===== src/rtl/hrp_pkg.sv =====
// Shared types, character constants and name tables for the HTTP request header parser.
// Used by hrp_hdr_matcher and http_request_header_parser; no dependencies.
package hrp_pkg;

    localparam logic [7:0] CH_SP    = 8'h20;
    localparam logic [7:0] CH_CR    = 8'h0D;
    localparam logic [7:0] CH_LF    = 8'h0A;
    localparam logic [7:0] CH_SEMI  = 8'h3B;
    localparam logic [7:0] CH_COLON = 8'h3A;

    localparam int HDR_HOST   = 0;
    localparam int HDR_AGENT  = 1;
    localparam int HDR_ACCEPT = 2;

    localparam logic [2:0] METH_LEN [3] = '{3'd4, 3'd3, 3'd4};
    localparam logic [3:0] HDR_LEN  [3] = '{4'd4, 4'd10, 4'd6};
    localparam logic [3:0] VER_LEN      = 4'd8;

    localparam logic [1:0] METHOD_UNKNOWN  = 2'd3;
    localparam logic [1:0] VERSION_ILLEGAL = 2'd3;

    typedef struct packed {
        logic [7:0] data_byte;
        logic       end_of_message;
    } in_item_t;

    typedef struct packed {
        logic [1:0]  method_code;
        logic [1:0]  version_code;
        logic        host_found;
        logic [11:0] host_start;
        logic [9:0]  host_length;
        logic        agent_found;
        logic [11:0] agent_start;
        logic [9:0]  agent_length;
        logic        accept_found;
        logic [11:0] accept_start;
        logic [9:0]  accept_length;
        logic        blank_line_seen;
    } out_item_t;

    typedef struct packed {
        logic        found;
        logic [11:0] start;
        logic [9:0]  length;
    } hdr_result_t;

    function automatic logic [7:0] meth_char(input logic [1:0] c, input logic [1:0] i);
        logic [7:0] ch;
        ch = 8'h00;
        unique case (c)
            2'd0:
            begin
                unique case (i)
                    2'd0: ch = "H";
                    2'd1: ch = "E";
                    2'd2: ch = "A";
                    default: ch = "D";
                endcase
            end
            2'd1:
            begin
                unique case (i)
                    2'd0: ch = "G";
                    2'd1: ch = "E";
                    2'd2: ch = "T";
                    default: ch = 8'h00;
                endcase
            end
            2'd2:
            begin
                unique case (i)
                    2'd0: ch = "P";
                    2'd1: ch = "O";
                    2'd2: ch = "S";
                    default: ch = "T";
                endcase
            end
            default: ch = 8'h00;
        endcase
        return ch;
    endfunction

    function automatic logic [7:0] ver_char(input logic [1:0] c, input logic [2:0] i);
        logic [7:0] ch;
        unique case (i)
            3'd0: ch = "H";
            3'd1: ch = "T";
            3'd2: ch = "T";
            3'd3: ch = "P";
            3'd4: ch = "/";
            3'd5: ch = (c == 2'd2) ? "2" : "1";
            3'd6: ch = ".";
            default: ch = (c == 2'd1) ? "1" : "0";
        endcase
        return ch;
    endfunction

    function automatic logic [7:0] hdr_char(input int sel, input logic [3:0] i);
        logic [7:0] ch;
        ch = 8'h00;
        if (sel == HDR_HOST)
        begin
            unique case (i)
                4'd0: ch = "H";
                4'd1: ch = "o";
                4'd2: ch = "s";
                4'd3: ch = "t";
                default: ch = 8'h00;
            endcase
        end
        else if (sel == HDR_AGENT)
        begin
            unique case (i)
                4'd0: ch = "U";
                4'd1: ch = "s";
                4'd2: ch = "e";
                4'd3: ch = "r";
                4'd4: ch = "-";
                4'd5: ch = "A";
                4'd6: ch = "g";
                4'd7: ch = "e";
                4'd8: ch = "n";
                4'd9: ch = "t";
                default: ch = 8'h00;
            endcase
        end
        else
        begin
            unique case (i)
                4'd0: ch = "A";
                4'd1: ch = "c";
                4'd2: ch = "c";
                4'd3: ch = "e";
                4'd4: ch = "p";
                4'd5: ch = "t";
                default: ch = 8'h00;
            endcase
        end
        return ch;
    endfunction

endpackage


===== src/rtl/hrp_hdr_matcher.sv =====
// One header-name matcher: finds the first occurrence of a name, skips separators,
// then records value offset and length. Depends on hrp_pkg.
module hrp_hdr_matcher #(
    parameter int HDR_SEL   = 0,
    parameter int POS_W     = 12,
    parameter int LEN_W     = 10,
    parameter int VALUE_MAX = 1024
) (
    input  logic                clk,
    input  logic                rst_n,
    input  logic                step,
    input  logic                clear,
    input  logic [7:0]          data_byte,
    input  logic [POS_W-1:0]    pos,
    output hrp_pkg::hdr_result_t result
);

    typedef enum logic [1:0] {SEARCH, SKIP, VALUE, DONE} status_t;

    localparam logic [3:0]       NAME_LEN = hrp_pkg::HDR_LEN[HDR_SEL];
    localparam logic [LEN_W-1:0] LEN_MAX  = LEN_W'(VALUE_MAX - 1);

    status_t            status_reg, status_next;
    logic [3:0]         idx_reg, idx_next;
    logic [POS_W-1:0]   start_reg, start_next;
    logic [LEN_W-1:0]   len_reg, len_next;

    logic               is_term;
    logic [3:0]         idx_cur;
    logic [POS_W+11:0]  start_ext;
    logic [LEN_W+9:0]   len_ext;
    logic               has_val;

    assign is_term = (data_byte == hrp_pkg::CH_CR) || (data_byte == hrp_pkg::CH_LF) ||
                     (data_byte == hrp_pkg::CH_SEMI) || (data_byte == hrp_pkg::CH_SP);

    always_comb
    begin
        status_next = status_reg;
        idx_next    = idx_reg;
        start_next  = start_reg;
        len_next    = len_reg;
        idx_cur     = (idx_reg >= NAME_LEN) ? 4'd0 : idx_reg;
        if (step)
        begin
            unique case (status_reg)
                SEARCH:
                begin
                    if (data_byte == hrp_pkg::hdr_char(HDR_SEL, idx_cur))
                        idx_next = idx_cur + 4'd1;
                    else if (data_byte == hrp_pkg::hdr_char(HDR_SEL, 4'd0))
                        idx_next = 4'd1;
                    else
                        idx_next = 4'd0;
                    if (idx_next >= NAME_LEN)
                    begin
                        status_next = SKIP;
                        idx_next    = 4'd0;
                    end
                end
                SKIP:
                begin
                    if (!(data_byte == hrp_pkg::CH_COLON || data_byte == hrp_pkg::CH_SP))
                    begin
                        start_next = pos;
                        if (is_term)
                        begin
                            len_next    = '0;
                            status_next = DONE;
                        end
                        else
                        begin
                            len_next    = LEN_W'(1);
                            status_next = VALUE;
                        end
                    end
                end
                VALUE:
                begin
                    if (is_term)
                        status_next = DONE;
                    else if (len_reg < LEN_MAX)
                        len_next = len_reg + LEN_W'(1);
                end
                default: ;
            endcase
        end
    end

    // Result reflects the state after the current byte.
    assign has_val   = (status_next == VALUE) || (status_next == DONE);
    assign start_ext = {12'd0, start_next};
    assign len_ext   = {10'd0, len_next};

    always_comb
    begin
        result.found  = (status_next != SEARCH);
        result.start  = has_val ? start_ext[11:0] : 12'd0;
        result.length = has_val ? len_ext[9:0] : 10'd0;
    end

    always_ff @(posedge clk or negedge rst_n)
    begin
        if (!rst_n)
        begin
            status_reg <= SEARCH;
            idx_reg    <= 4'd0;
            start_reg  <= '0;
            len_reg    <= '0;
        end
        else if (clear)
        begin
            status_reg <= SEARCH;
            idx_reg    <= 4'd0;
            start_reg  <= '0;
            len_reg    <= '0;
        end
        else
        begin
            status_reg <= status_next;
            idx_reg    <= idx_next;
            start_reg  <= start_next;
            len_reg    <= len_next;
        end
    end

endmodule


===== src/rtl/http_request_header_parser.sv =====
// HTTP request header parser: one byte per request, one summary per message.
// The last byte passes the input register, then the summary register drives sum_valid.
// Throughput: one byte per cycle, unless a last byte waits for a held summary.
// Reset: rst_n (async, low) clears all parse state and both stages' valid flags;
// parse state also returns to reset after each message's last byte.
// Depends on hrp_pkg and hrp_hdr_matcher.
module http_request_header_parser #(
    parameter int MESSAGE_BYTES = 4096,
    parameter int VALUE_MAX     = 1024
) (
    input  logic               clk,
    input  logic               rst_n,
    input  logic               req_valid,
    output logic               req_ready,
    input  hrp_pkg::in_item_t  req_data,
    output logic               sum_valid,
    input  logic               sum_ready,
    output hrp_pkg::out_item_t sum_data
);

    localparam int POS_W = $clog2(MESSAGE_BYTES);
    localparam int LEN_W = $clog2(VALUE_MAX);
    localparam logic [POS_W-1:0] POS_MAX = POS_W'(MESSAGE_BYTES - 1);

    typedef enum logic [2:0] {METHOD, PATH, VERSION, HEADERS, BODY} phase_t;

    // input stage
    logic               in_valid_reg;
    logic [7:0]         in_byte_reg;
    logic               in_eom_reg;
    logic               out_free;
    logic               fire;

    // parse state
    phase_t             phase_reg, phase_next;
    logic [POS_W-1:0]   pos_reg, pos_next;
    logic [2:0]         mflags_reg, mflags_next;
    logic [2:0]         midx_reg, midx_next;
    logic [2:0]         vflags_reg, vflags_next;
    logic [3:0]         vidx_reg, vidx_next;
    logic [1:0]         lend_reg, lend_next;

    logic               sum_valid_reg;
    hrp_pkg::out_item_t sum_data_reg;
    hrp_pkg::out_item_t result;
    logic [1:0]         mcls, vcls;
    logic               hdr_step, clear;
    hrp_pkg::hdr_result_t host_res, agent_res, accept_res;

    assign out_free  = !sum_valid_reg || sum_ready;
    assign fire      = in_valid_reg && (!in_eom_reg || out_free);
    assign req_ready = !in_valid_reg || fire;
    assign hdr_step  = fire && (phase_reg == HEADERS);
    assign clear     = fire && in_eom_reg;
    assign sum_valid = sum_valid_reg;
    assign sum_data  = sum_data_reg;

    always_comb
    begin
        phase_next  = phase_reg;
        mflags_next = mflags_reg;
        midx_next   = midx_reg;
        vflags_next = vflags_reg;
        vidx_next   = vidx_reg;
        lend_next   = lend_reg;
        pos_next    = (pos_reg != POS_MAX) ? pos_reg + POS_W'(1) : pos_reg;
        unique case (phase_reg)
            METHOD:
            begin
                if (in_byte_reg == hrp_pkg::CH_SP)
                    phase_next = PATH;
                else
                begin
                    for (int c = 0; c < 3; c++)
                        if (midx_reg < hrp_pkg::METH_LEN[c] &&
                            in_byte_reg != hrp_pkg::meth_char(2'(c), midx_reg[1:0]))
                            mflags_next[c] = 1'b0;
                    if (midx_reg != 3'd7)
                        midx_next = midx_reg + 3'd1;
                end
            end
            PATH:
            begin
                if (in_byte_reg == hrp_pkg::CH_SP)
                    phase_next = VERSION;
            end
            VERSION:
            begin
                if (in_byte_reg == hrp_pkg::CH_CR || in_byte_reg == hrp_pkg::CH_SP)
                begin
                    phase_next = HEADERS;
                    lend_next  = (in_byte_reg == hrp_pkg::CH_CR) ? 2'd1 : 2'd0;
                end
                else
                begin
                    for (int c = 0; c < 3; c++)
                        if (vidx_reg < hrp_pkg::VER_LEN &&
                            in_byte_reg != hrp_pkg::ver_char(2'(c), vidx_reg[2:0]))
                            vflags_next[c] = 1'b0;
                    if (vidx_reg != 4'd15)
                        vidx_next = vidx_reg + 4'd1;
                end
            end
            HEADERS:
            begin
                // track CR LF CR LF
                if (in_byte_reg == hrp_pkg::CH_CR)
                    lend_next = (lend_reg == 2'd2) ? 2'd3 : 2'd1;
                else if (in_byte_reg == hrp_pkg::CH_LF)
                begin
                    if (lend_reg == 2'd3)
                    begin
                        lend_next  = 2'd0;
                        phase_next = BODY;
                    end
                    else
                        lend_next = (lend_reg == 2'd1) ? 2'd2 : 2'd0;
                end
                else
                    lend_next = 2'd0;
            end
            default: ;
        endcase
    end

    // classify from post-byte state; lowest candidate wins
    always_comb
    begin
        mcls = hrp_pkg::METHOD_UNKNOWN;
        vcls = hrp_pkg::VERSION_ILLEGAL;
        for (int c = 2; c >= 0; c--)
        begin
            if (mflags_next[c] && midx_next >= hrp_pkg::METH_LEN[c])
                mcls = 2'(c);
            if (vflags_next[c] && vidx_next >= hrp_pkg::VER_LEN)
                vcls = 2'(c);
        end
    end

    hrp_hdr_matcher #(
        .HDR_SEL   (hrp_pkg::HDR_HOST),
        .POS_W     (POS_W),
        .LEN_W     (LEN_W),
        .VALUE_MAX (VALUE_MAX)
    ) u_host (
        .clk       (clk),
        .rst_n     (rst_n),
        .step      (hdr_step),
        .clear     (clear),
        .data_byte (in_byte_reg),
        .pos       (pos_reg),
        .result    (host_res)
    );

    hrp_hdr_matcher #(
        .HDR_SEL   (hrp_pkg::HDR_AGENT),
        .POS_W     (POS_W),
        .LEN_W     (LEN_W),
        .VALUE_MAX (VALUE_MAX)
    ) u_agent (
        .clk       (clk),
        .rst_n     (rst_n),
        .step      (hdr_step),
        .clear     (clear),
        .data_byte (in_byte_reg),
        .pos       (pos_reg),
        .result    (agent_res)
    );

    hrp_hdr_matcher #(
        .HDR_SEL   (hrp_pkg::HDR_ACCEPT),
        .POS_W     (POS_W),
        .LEN_W     (LEN_W),
        .VALUE_MAX (VALUE_MAX)
    ) u_accept (
        .clk       (clk),
        .rst_n     (rst_n),
        .step      (hdr_step),
        .clear     (clear),
        .data_byte (in_byte_reg),
        .pos       (pos_reg),
        .result    (accept_res)
    );

    always_comb
    begin
        result.method_code     = mcls;
        result.version_code    = vcls;
        result.host_found      = host_res.found;
        result.host_start      = host_res.start;
        result.host_length     = host_res.length;
        result.agent_found     = agent_res.found;
        result.agent_start     = agent_res.start;
        result.agent_length    = agent_res.length;
        result.accept_found    = accept_res.found;
        result.accept_start    = accept_res.start;
        result.accept_length   = accept_res.length;
        result.blank_line_seen = (phase_next == BODY);
    end

    always_ff @(posedge clk or negedge rst_n)
    begin
        if (!rst_n)
        begin
            in_valid_reg  <= 1'b0;
            sum_valid_reg <= 1'b0;
            phase_reg     <= METHOD;
            pos_reg       <= '0;
            mflags_reg    <= 3'b111;
            midx_reg      <= 3'd0;
            vflags_reg    <= 3'b111;
            vidx_reg      <= 4'd0;
            lend_reg      <= 2'd0;
        end
        else
        begin
            if (req_valid && req_ready)
            begin
                in_valid_reg <= 1'b1;
                in_byte_reg  <= req_data.data_byte;
                in_eom_reg   <= req_data.end_of_message;
            end
            else if (fire)
                in_valid_reg <= 1'b0;

            if (clear)
            begin
                sum_valid_reg <= 1'b1;
                sum_data_reg  <= result;
            end
            else if (sum_ready)
                sum_valid_reg <= 1'b0;

            if (clear)
            begin
                // last byte: start the next message from reset
                phase_reg  <= METHOD;
                pos_reg    <= '0;
                mflags_reg <= 3'b111;
                midx_reg   <= 3'd0;
                vflags_reg <= 3'b111;
                vidx_reg   <= 4'd0;
                lend_reg   <= 2'd0;
            end
            else if (fire)
            begin
                phase_reg  <= phase_next;
                pos_reg    <= pos_next;
                mflags_reg <= mflags_next;
                midx_reg   <= midx_next;
                vflags_reg <= vflags_next;
                vidx_reg   <= vidx_next;
                lend_reg   <= lend_next;
            end
        end
    end

endmodule

===== config.mk =====
export PLATFORM = sky130hd
export DESIGN_NAME = http_request_header_parser
export DESIGN_NICKNAME = d
export VERILOG_FILES = /design/src/rtl/hrp_pkg.sv /design/src/rtl/hrp_hdr_matcher.sv /design/src/rtl/http_request_header_parser.sv
export SDC_FILE = /design/constraint.sdc
export NUM_CORES = 1
export LEC_CHECK = 0
export CAP_MARGIN = 20
export CORE_UTILIZATION = 35
export CTS_BUF_LIST = sky130_fd_sc_hd__clkbuf_2
export DETAILED_ROUTE_END_ITERATION = 16
export DONT_BUFFER_PORTS = 1
export PLACE_DENSITY_LB_ADDON = 0.2
export SLEW_MARGIN = 20
export SYNTH_ARGS = -nofsm -noshare
export SYNTH_HDL_FRONTEND = slang
export SYNTH_HIERARCHICAL = 1
export SYNTH_SLANG_ARGS = --single-unit

===== constraint.sdc =====
create_clock -name clk -period 4.05 [get_ports clk]
set_input_delay 0.81 -clock clk [delete_from_list [all_inputs] [get_ports clk]]
set_output_delay 0.81 -clock clk [all_outputs]
set_load 0.1 [all_outputs]

* After elaboration in Yosys (flattened, before gate mapping)
Memory sizes are Yosys's and may differ from the RTL's. Cells that the tools add are included.
Word-level totals: register bits 199, memory bits (read-only) 112, input port bits 13, output and inout port bits 76, logic and storage cells 336, memories 1
Memories:
- (no name shown) | depth 16, width 7, read ports 1, clocked after Yosys merged registers in 0, write ports 0, line hrp_pkg.sv:114 | unique case (i)
Operators by class: add/subtract/negate cells 9, order comparisons 15, equality and inequality tests 56, mux-type cells 157, reductions and logical operators 61
Operators by type and width (number):
- $mux 12 | 15
- $mux 10 | 15
- $mux 8 | 18
- $mux 4 | 29
- $pmux 7 s6 | 2
- $pmux 7 s5 | 2
- $mux 3 | 21
- $pmux 10 s2 | 3
- $ne 8x8->1 | 6
- $mux 2 | 23
- $add 10x1->10 const B | 3
- $lt 10x10->1 const B | 3
- $pmux 7 s4 | 1
- $eq 2x2->1 const B | 12
- $eq 8x6->1 const B | 3
- $eq 8x7->1 const B | 3
- $eq 8x8->1 | 3
- $reduce_bool 2->1 | 11
- $pmux 7 s3 | 1
- $mux 1 | 20
- $pmux 2 s3 | 3
- $add 4x1->4 const B | 4
- $eq 4x2->1 const B | 4
- $eq 8x4->1 const B | 2
- other kinds (32) | 91

* Logic depth before layout (Yosys ltp)
Gate-level depths: netlist (run 1).
depth in word-level cells 17, mapped depth 12, gate-level depth less buffers 10

* Modules after synthesis
The synthesis (run 1) kept the hierarchy.
Modules (own cells, without submodules):
- http_request_header_parser | times used 1, cells each 384, area an instance 5023.6 sq um
- hrp_hdr_matcher (u_agent) | times used 1, cells each 283, area an instance 2401.1 sq um
- hrp_hdr_matcher (u_host) | times used 1, cells each 240, area an instance 2054.5 sq um
- hrp_hdr_matcher (u_accept) | times used 1, cells each 228, area an instance 1953.1 sq um

* Worst setup path after synthesis (run 1)
No wires, ideal clock.
path type reg2reg, start register sum_valid_reg, in the netlist sum_valid, end register sum_data_reg (netlist bit sum_data[0]) (enable), arrival time 3.403 ns, data required time 3.609 ns, slack 0.207 ns, stages on the path, launching flop included 7, path buffers 1, period minus slack after synthesis 3.843 ns, cells stage by stage dfrtp_1 -> nand3b_1 -> and2_1 -> clkbuf_1 -> nand2_1 -> clkinv_1 -> and2_1
On the way: longest elaborated chain between the ends 6
RTL lines:
- from (decl) | line http_request_header_parser.sv:43 | logic sum_valid_reg;
- from (signal assigned) | line http_request_header_parser.sv:206 | sum_valid_reg <= 1'b0;
- from (signal assigned) | line http_request_header_parser.sv:228 | sum_valid_reg <= 1'b1;
- from (signal assigned) | line http_request_header_parser.sv:232 | sum_valid_reg <= 1'b0;
- $logic_not 1->1 | line http_request_header_parser.sv:50 | assign out_free = !sum_valid_reg || sum_ready;
- $logic_or 1x1->1 | line http_request_header_parser.sv:50
- $logic_or 1x1->1 | line http_request_header_parser.sv:51 | assign fire = in_valid_reg && (!in_eom_reg || out_free);
- $logic_and 1x1->1 | line http_request_header_parser.sv:51
- $logic_and 1x1->1 | line http_request_header_parser.sv:54 | assign clear = fire && in_eom_reg;
- $reduce_and 2->1 (no line)
- to (signal assigned) | line http_request_header_parser.sv:229 | sum_data_reg <= result;
- to (decl) | line http_request_header_parser.sv:44 | hrp_pkg::out_item_t sum_data_reg;
No other way between the ends. A chain may end at the register's enable or synchronous reset.

* Final worst setup path (run 1)
start register in_byte_reg[2], end register sum_data_reg (netlist bit sum_data[10]) (data pin)
On the way: longest elaborated chain between the ends 11, elaborated cells between the ends (all ways) 29, those cells by class order compare: 1; eq/ne: 9; mux: 14; reduce/logical: 5
RTL lines:
- from (decl) | line http_request_header_parser.sv:29 | logic [7:0] in_byte_reg;
- from (signal assigned) | line http_request_header_parser.sv:220 | in_byte_reg <= req_data.data_byte;
- $eq 8x7->1 | line hrp_hdr_matcher.sv:51 | else if (data_byte == hrp_pkg::hdr_char(HDR_SEL, 4'd0))
- $mux 1 | line hrp_hdr_matcher.sv:51
- $mux 4 | line hrp_hdr_matcher.sv:49 | if (data_byte == hrp_pkg::hdr_char(HDR_SEL, idx_cur))
- $mux 4 | line hrp_hdr_matcher.sv:46 | unique case (status_reg)
- $mux 4 | line hrp_hdr_matcher.sv:44 | if (step)
- $ge 4x3->1 | line hrp_hdr_matcher.sv:55 | if (idx_next >= NAME_LEN)
- $mux 2 | line hrp_hdr_matcher.sv:55
- $pmux 2 s3 | line hrp_hdr_matcher.sv:46
- $mux 2 | line hrp_hdr_matcher.sv:44
- $eq 2x2->1 | line hrp_hdr_matcher.sv:91 | assign has_val = (status_next == VALUE) || (status_next == DONE);
- $logic_or 1x1->1 | line hrp_hdr_matcher.sv:91
Several ways; a longest one is shown, not always the timed one. The select of a mux whose other input is x is not followed.

==> out/qor.yml, run 1 <==
path_cells: "or4b_4 -> a211oi_4 -> a21oi_1 -> o32a_1 -> a31oi_4 -> nor2b_1"
synth_edf_count: 83
holdPathEnd: "phase_reg[0]"
setup_ws_ps: 885.6
post-place-ws_ps: 899.3
period_share_pct: 78.13
rsz0062_at_grt: "no"
grt-ovfl-total: 0
syn_nets: 1181
core-area_sq_mm: 0.03188
place_inst: 1529
grtUsageMet3_pct: 3.137
grt_max_degree: 117
final_core_utilization_pct: 38.33
use_met1_pct: 24.92
cp-end-kind: "flop"
yosysTopAreaCell: "dfrtp_1"
cts_repair_resize_count: 0
critPathTopFamily: "compound AO/OA/AOI/OAI gates"
cp.buffers_inverters: 0
met2_usage_pct: 28.31
via_per_inst: 5.504
cap_violations: 0
antenna_found_initial: 2
track_usage_pct: 17.67
vias: 8669
postCtsHoldBufs: 13
hold_viol: 0
hold-path-cell-count: 4
rr_endpoint: "sum_data[10]"
layoutNonFillerInstCount: 1575
cp.depth: 6
crit_arrival_ps: 3720
drt_iter0_drc: 688
wl_per_cell_microns: 18.46
globalplace.congestion: 0.8177
status: "finished clean"
fillers: 3213
worstSetupPathType: "reg2reg"
syn2layout_area_growth_pct: 6.895
largest_reg_flops: 74
clock_sinks: 199
ys_seq_area_share_pct: 47.26
holdCritPathClass: "in2reg"
hpwl_microns: 18810
clock_skew_ps: 61.33
ys_types: 105
min_from: "sum_ready"
reg2regPathDepth: 6
worstMarginPinSlew_ps: 1003
final_layout_size_suffix_gt1_share_pct: 9.131
start_kind: "flop"
crit_slowest_cell: "edfxtp_1"
wl_microns: 29080
timing.rr.start: "in_byte_reg[2]"
cts.htree.levels: 4
ys_warn_count: 6
ys_async_sr_fraction_pct: 58.29
rrSetupSlack_ps: 890
ys_seq_elements: 199
synth.top_cell.area_share_pct: 24.08
start_util_pct: 35.86
max_freq_mhz: 316.0
power_mw: 4.091
synth_area_leaders: "dfrtp_1 24%, edfxtp_1 22%, nor2_1 5.4%, mux2i_1 3.7%, ha_1 3.6%"
pin_count: 89
port_buffers: 0
cts_root_buffer: "clkbuf_2"
grt_pass1_vias: 8252
clk_latency_ps: 820
max_stage_delay_ps: 750
path_clk_slew_ps: 360
avgSynthCellArea_sq_um: 10.07
cts_tree: "yes"
vdd_drop_max_mv: 0.2287
postCtsSetupBuffers: 0
critical_path_required_ps: 4610
ys.flop_type: "dfrtp_1"
leakagePower_nw: 4.829
rows: 65
clock_path_buffers: 2
p_per_area_mw_per_mm2: 334.7
setup_tns_ps: 0
layout.nets: 1172
busiest_layer: "met2"
period_needed_ps: 3164
die_area_sq_mm: 0.03339
slew_headroom_pct: 33.25
dr.pass1.iters: 5
cts_inserted_buffers: 17
drc: 0
ant_nets: 0
die_w_microns: 182.7
syn-instance-count: 1135
die_h_microns: 182.7
synth_area_sq_mm: 0.01143
setup_viol: 0
worstPathMaxFanout: 24
grt_pass1_wl_microns: 46580
drv_slew: 0
-- routing by layer --
metal	part of all wire [%]	wire (microns)
met5	0	0
met3	4.1	1186
met1	48	14040
met2	47	13550
met4	1.0	303
-- final cells by class --
type	count	area [sq um]	share of cell area (%)
Antenna cell	1	2.502	0.02048
Timing Repair Buffer	33	310.3	2.539
Multi-Input combinational cell	837	5533	45.27
Inverter	38	142.6	1.167
Tap cell	435	544.3	4.454
Sequential cell	199	5403	44.21
Clock buffer	17	85.08	0.6962
Clock inverter	15	200.2	1.638
-- Yosys cell counts, types with 14 or more instances --
cell	n
nor2_1	164
dfrtp_1	110
edfxtp_1	83
nand2_1	72
a21oi_1	63
nand3_1	43
mux2i_1	42
inv_1	37
ha_1	33
o21ai_0	33
clkbuf_1	31
nor3_1	24
a31oi_1	22
nand4_1	19
nor2b_1	18
or3_1	14
-- layout by cell type (no fill, tap or decap), types with 6 or more instances in the layout --
cell type and n:
mux2i_1 42, or4_1 8, dfrtp_1 110, buf_4 19, and3_1 12, or3_1 14
o211ai_1 7, xnor2_1 10, nor4_1 13, nor2_1 164, nand4b_1 7, a32o_1 6
nor3b_1 13, dfstp_2 6, ha_1 33, nand3_1 43, clkinv_8 7, nor3_1 24
a31oi_1 22, nand4_1 19, dlygate4sd3_1 12, a41oi_1 6, a21o_1 9, clkbuf_2 17
o22ai_1 7, and2_1 10, nand2b_1 13, a21oi_1 63, a22o_1 6, nand2_1 72
xor2_1 13, nand3b_1 7, a211oi_1 11, inv_1 37, o21ai_0 33, o21a_1 7
o31ai_1 9, nor2b_1 18, edfxtp_1 83
-- worst max path at each step --
stage | start | end | slack, ps
CTS | in_byte_reg[2] | sum_data[10] | 860
finish | in_byte_reg[2] | sum_data[10] | 890
global placement | in_byte_reg[5] | sum_data[38] | 970
detailed placement | sum_ready | sum_data[10] | 900
global route | in_byte_reg[1] | midx_reg[1] | 590
floorplan | sum_valid | sum_data[0] | 210
-- tightest hold or removal path, delay by kind of cell --
| family | cells | cell delay [ps] |
|---|---|---|
| compound gates | 1 | 80 |
| simple gates | 3 | 360 |
-- metrics by stage --
stage / instance area [sq um] / hold slack [ps]
global route: 12220 / 340.0
floorplan: 11430 / 458.0
finish: 12220 / 408.0
global placement: 11790 / 477.4
detailed placement: 11790 / 472.0
CTS: 12220 / 309.0
-- power breakdown --
group	leakage, nW	total, mW	switching, mW	internal (mW)
logic	2.38	0.567	0.398	0.169
clock network	0.158	1.08	0.851	0.232
registers	2.30	2.44	0.264	2.18
-- cell families after synthesis --
kind of cell / synth area share, %
xor gates and xnor gates: 1.762
DFF: 47.26
and+or+nand+nor: 22.06
buffers and inverters: 4.367
AOI/OAI and AO/OA: 16.87
adders and majority gates: 3.612
muxes: 4.071
No activity file was read; power rests on OpenSTA's default activity.
==> inputs of run 2 (changes only) <==
- clock period: 4.05 -> 2.95 ns (I/O delays scaled with it)
==> run 2 against run 1 <==
Effect of this change: maximum frequency grew 14%; utilization grew 1.0 points; first-iteration DRC count shrank 3.5%; wire length is essentially flat; worst hold slack lost 150 ps; via count grew 1.6%; critical path depth grew 3; global-route usage grew 0.30 points; clock-buffer cell count grew 1; register-to-register slack lost 710 ps; sequential power grew 37%; combinational power grew 60%; largest cell class unchanged.
==> out/qor.yml, run 2 (synthesis gave the netlist of run 1 again) <==
layout.nets: 1208  # +3.1%
via_per_inst: 5.464  # -0.73%
grt-ovfl-total: 0  # unchanged
worstSetupPathType: "reg2reg"
core-area_sq_mm: 0.03188  # unchanged
cts_tree: "yes"
setup_viol: 0  # unchanged
period_needed_ps: 2772  # -392.9 ps
setup_tns_ps: 0  # unchanged
hold_viol: 0  # unchanged
timing.rr.start: "u_host/idx_reg[2]"
max_stage_delay_ps: 450  # -300 ps
pin_count: 89  # unchanged
vdd_drop_max_mv: 0.2496  # +9.1%
grt_max_degree: 117  # unchanged
cpMostUsedCell: "nor2_1"
clock_skew_ps: 66.17  # +4.845 ps
final_cell_mix: "164 x nor2_1, 106 x dfrtp_1, 83 x edfxtp_1, 72 x nand2_1, 63 x a21oi_1"
fillers: 3267  # +1.7%
slew_headroom_pct: 32.91  # -0.33 points
max_freq_mhz: 360.8  # +14%
finalInstanceArea_sq_mm: 0.01255  # +2.7%
clk_latency_ps: 820  # about the same
cts_root_buffer: "clkbuf_2"
cts_inserted_buffers: 17  # unchanged
track_usage_pct: 17.98  # +0.30 points
die_area_sq_mm: 0.03339  # unchanged
clock_path_buffers: 2  # unchanged
die_w_microns: 182.7  # unchanged
status: "finished clean"
final_layout_size_suffix_gt1_share_pct: 12.26  # +3.1 points
cp-end-kind: "flop"
period_share_pct: 93.95  # +16 points
min_from: "sum_ready"
globalplace.congestion: 0.8455  # +3.4%
start_kind: "flop"
die_h_microns: 182.7  # unchanged
crit_slowest_cell: "dfrtp_1"
leakagePower_nw: 5.021  # +4.0%
antenna_found_initial: 3  # +1
drc: 0  # unchanged
crit_start: "u_host/idx_reg[2]"
hpwl_microns: 19640  # +4.4%
postCtsSetupBuffers: 0  # unchanged
grt_pass1_wl_microns: 47490  # +1.9%
path_cells: "nor2_1 -> nand2_1 -> ha_1 -> or3_1 -> a2111oi_2 -> a31oi_1 -> o41ai_4 -> buf_12 -> nor2_1"
vias: 8808  # +1.6%
placed_cell_area_sq_mm: 0.01216  # +3.2%
path_clk_slew_ps: 340  # -20 ps
worstMarginPinSlew_ps: 1008  # +5.001 ps
cap_violations: 0  # unchanged
dr.pass1.iters: 5  # unchanged
critPathTopFamily: "compound AO/OA/AOI/OAI gates"
largest_reg_flops: 74  # unchanged
cp.buffers_inverters: 1  # +1
cts.htree.levels: 4  # unchanged
layout_commonest_cell: "nor2_1"
rows: 65  # unchanged
p_per_area_mw_per_mm2: 446.4  # +33%
drt_iter0_drc: 664  # -3.5%
start_util_pct: 35.86  # unchanged
critical_path_required_ps: 3520  # -1090 ps
worstPathMaxFanout: 20  # -17%
port_buffers: 0  # unchanged
rsz0062_at_grt: "no"
clock_sinks: 199  # unchanged
holdCritPathClass: "in2reg"
wl_per_cell_microns: 18.03  # -2.3%
syn2layout_area_growth_pct: 9.751
wl_microns: 29060  # about the same
grt_pass1_vias: 8464  # +2.6%
ant_nets: 0  # unchanged
crit_arrival_ps: 3340  # -380 ps
drv_slew: 0  # unchanged
run 2: changes by cell type in the layout (fill, tap and decap cells not counted), sizes merged:
cell and delta:
buf +36, clkbuf +1, clkinvlp -1, diode +1
run 2: worst paths after layout:
path,to,cells past startpoint,slack [ps]
min,mflags_reg[2],5,260
max reg2reg,sum_data[63],9,180
min in group asynchronous,u_host/len_reg[6],2,340
max in group asynchronous,u_agent/start_reg[8],2,2090
min reg2reg,vflags_reg[0],2,510
max,sum_data[63],9,180
run 2: worst reg2reg max path, cell delays in order, from the launching register on:
cell	delay [ps]
dfrtp_1	450
nor2_1	140
nand2_1	110
ha_1	210
or3_1	380
a2111oi_2	430
a31oi_1	180
o41ai_4	330
buf_12	200
nor2_1	80
run 2: stage by stage:
step	cells	hold slack [ps]	utilization [%]	setup slack, ps	power [mW]
after floorplan	1135	294.4	-	138.6	3.993
after global placement	1565	302.0	38.13	250.9	4.247
after detailed placement	1565	301.3	38.13	225.1	4.253
after CTS	1610	140.9	39.31	132.6	5.690
after global routing	1611	161.0	39.35	5.814	5.892
final	1612	257.4	39.36	178.5	5.600
run 2: final cells by class:
cell class | count | area (sq um) | area share, %
diodes | 2 | 5.005 | 0.03989
clock buffers | 18 | 90.09 | 0.7180
clock inverters | 14 | 138.9 | 1.107
inverters | 38 | 142.6 | 1.137
multi-input cells | 837 | 5538 | 44.14
flip-flops and latches | 199 | 5408 | 43.10
well taps | 435 | 544.3 | 4.338
repair buffers | 69 | 680.7 | 5.425
run 2: routing by layer:
| layer | GRT usage, % | vias up | wire length [microns] |
|---|---|---|---|
| met2 | 29.02 | 170 | 13660 |
| met5 | 0 | - | 0 |
| met4 | 3.866 | 0 | 330 |
| li1 | - | 4272 | - |
| met1 | 25.35 | 4349 | 14050 |
| met3 | 2.820 | 17 | 1013 |
run 2: report_power, final:
group | total (mW) | leakage (nW) | switching (mW) | internal [mW]
logic | 0.910 | 2.59 | 0.581 | 0.329
clock network | 1.35 | 0.144 | 1.08 | 0.276
registers | 3.34 | 2.29 | 0.348 | 2.99
run 2: timing repair:
| item | in CTS | in global routing |
|---|---|---|
| setup endpoints to repair | 0 | 3 |
| hold buffers | 13 | 0 |
| hold endpoints to repair | 127 | 0 |
| gates resized for setup | 0 | 4 |
==> inputs of run 3 (changes only) <==
- BUFFER_PORTS_ARGS: unset -> -buffer_cell sky130_fd_sc_hd__buf_2
- CTS_CLUSTER_DIAMETER: unset -> 150
- DONT_BUFFER_PORTS: 1 -> unset
- PLACE_DENSITY_LB_ADDON: 0.2 -> unset
==> run 3 against run 2 <==
Effect of this change: via count up 3.7%; non-clock buffer count up 82; maximum frequency up 1.2%; worst hold slack worse by 42 ps; total power up 0.71%; sequential cell count unchanged; clock power about the same; final cell count up 5.1%; highest routed layer unchanged.
==> out/qor.yml, run 3 (synthesis gave the netlist of run 1 again) <==
die_area_sq_mm: 0.03339  # unchanged
final_cell_mix: "164 x nor2_1, 108 x dfrtp_1, 87 x buf_2, 83 x edfxtp_1, 72 x nand2_1"
wl_per_cell_microns: 16.65  # -7.7%
vdd_drop_max_mv: 0.2529  # +1.3%
port_buffers: 88  # +88
setup_tns_ps: 0  # unchanged
cts_tree: "yes"
period_needed_ps: 2739  # -32.88 ps
crit_arrival_ps: 3340  # about the same
period_share_pct: 92.84  # -1.1 points
via_per_inst: 5.393  # -1.3%
clk_latency_ps: 790  # -30 ps
syn2layout_area_growth_pct: 13.34
layout_commonest_cell: "nor2_1"
start_util_pct: 35.86  # unchanged
drv_slew: 0  # unchanged
setup_viol: 0  # unchanged
drt_iter0_drc: 826  # +24%
final_core_utilization_pct: 40.64  # +1.3 points
place_inst: 1648  # +5.3%
layout.nets: 1290  # +6.8%
grt-ovfl-total: 0  # unchanged
die_h_microns: 182.7  # unchanged
antenna_found_initial: 2  # -1
worstMarginPinSlew_ps: 753.1  # -255.4 ps
wl_microns: 28200  # -3.0%
core-area_sq_mm: 0.03188  # unchanged
hpwl_microns: 19550  # -0.47%
cts_root_buffer: "clkbuf_2"
largest_reg_flops: 74  # unchanged
rows: 65  # unchanged
layoutNonFillerInstCount: 1694  # +5.1%
cts.htree.levels: 4  # unchanged
cp-end-kind: "flop"
power_mw: 5.640  # +0.71%
postCtsSetupBuffers: 0  # unchanged
p_per_area_mw_per_mm2: 435.3  # -2.5%
drc: 0  # unchanged
hold_ws_ps: 215.8  # -41.60 ps
max_freq_mhz: 365.1  # +1.2%
dr.pass1.iters: 7  # +2
worstSetupPathType: "reg2reg"
clock_path_buffers: 2  # unchanged
pin_count: 89  # unchanged
final_layout_size_suffix_gt1_share_pct: 17.82  # +5.6 points
leakagePower_nw: 5.302  # +5.6%
cts_inserted_buffers: 17  # unchanged
worstPathMaxFanout: 6  # -70%
clock_sinks: 199  # unchanged
start_kind: "flop"
grt_pass1_wl_microns: 45410  # -4.4%
holdCritPathClass: "in2async"
critical_path_required_ps: 3550  # +30 ps
die_w_microns: 182.7  # unchanged
vias: 9136  # +3.7%
status: "finished clean"
clock_skew_ps: 69.42  # +3.248 ps
grt_pass1_vias: 8439  # -0.30%
ant_nets: 0  # unchanged
hold_viol: 0  # unchanged
reg2regPathDepth: 9  # unchanged
globalplace.congestion: 0.9019  # +6.7%
path_clk_slew_ps: 340  # about the same
slew_headroom_pct: 49.37  # +16 points
cap_violations: 0  # unchanged
grt_max_degree: 95  # -19%
track_usage_pct: 17.05  # -0.93 points
rsz0062_at_grt: "no"
[run 3: cell types whose count changed in the layout (fill, tap and decap cells not counted), moves of 2 or more]
cell and delta:
buf_2 +87, buf_4 -5, clkinv_2 +3, clkinv_4 -2, dfrtp_1 +2, dfrtp_2 -2
[run 3: stage by stage]
stage / instance area, sq um / worst slack, ps
2_1_floorplan: 11430 / 138.6
3_3_place_gp: 12570 / 266.8
3_5_place_dp: 12570 / 226.4
4_1_cts: 12940 / 208.1
5_1_grt: 12960 / 15.36
6_report: 12960 / 211.4
[run 3: final timing paths]
check                           slack, ps                   to           from
worst max-delay path                  210         sum_data[71]    vidx_reg[0]
worst min-delay path                  220          midx_reg[2]          rst_n
worst max register to register        210         sum_data[71]    vidx_reg[0]
worst min register to register        520        vflags_reg[2]  vflags_reg[2]
max in group asynchronous            1810  u_accept/idx_reg[3]          rst_n
min in group clk                      490           in_eom_reg    req_data[0]
[run 3: final cells by class]
cell class              count  area [sq um]
diodes                      2         5.005
clock buffers              17         85.08
clock inverters            15         158.9
fillers                  3209         18920
inverters                  38         142.6
multi-input cells         837          5545
flip-flops and latches    199          5405
well taps                 435         544.3
repair buffers            151          1071
[run 3: power by group]
part | leakage (nW) | switching, mW | internal [mW]
Sequential | 2.29 | 0.0957 | 2.98
Combinational | 2.86 | 0.840 | 0.352
Clock | 0.150 | 1.03 | 0.343
[run 3: critical path: stages, from the launching register on]
cell	delay [ps]
dfrtp_1	540
inv_1	90
ha_1	220
or3_4	450
a2111oi_4	400
a31oi_1	80
a211oi_1	290
o21a_1	230
o21a_1	160
o21ai_0	90
[run 3: repair_timing]
action / 4_1_cts / 5_1_grt
hold endpoints to repair: 33 / 0
hold buffers: 12 / 0
resized for setup: 0 / 2
setup endpoints to repair: 0 / 5
[run 3: metal layers]
metal  share of wire [%]  wire (microns)  GRT usage, %  vias up
met5                   0               0             0        -
met4                0.84             238         3.193        0
met3                 3.6            1003         2.681       19
met2                  48           13450         28.41      203
met1                  48           13500         23.50     4472
li1                    -               -             -     4442
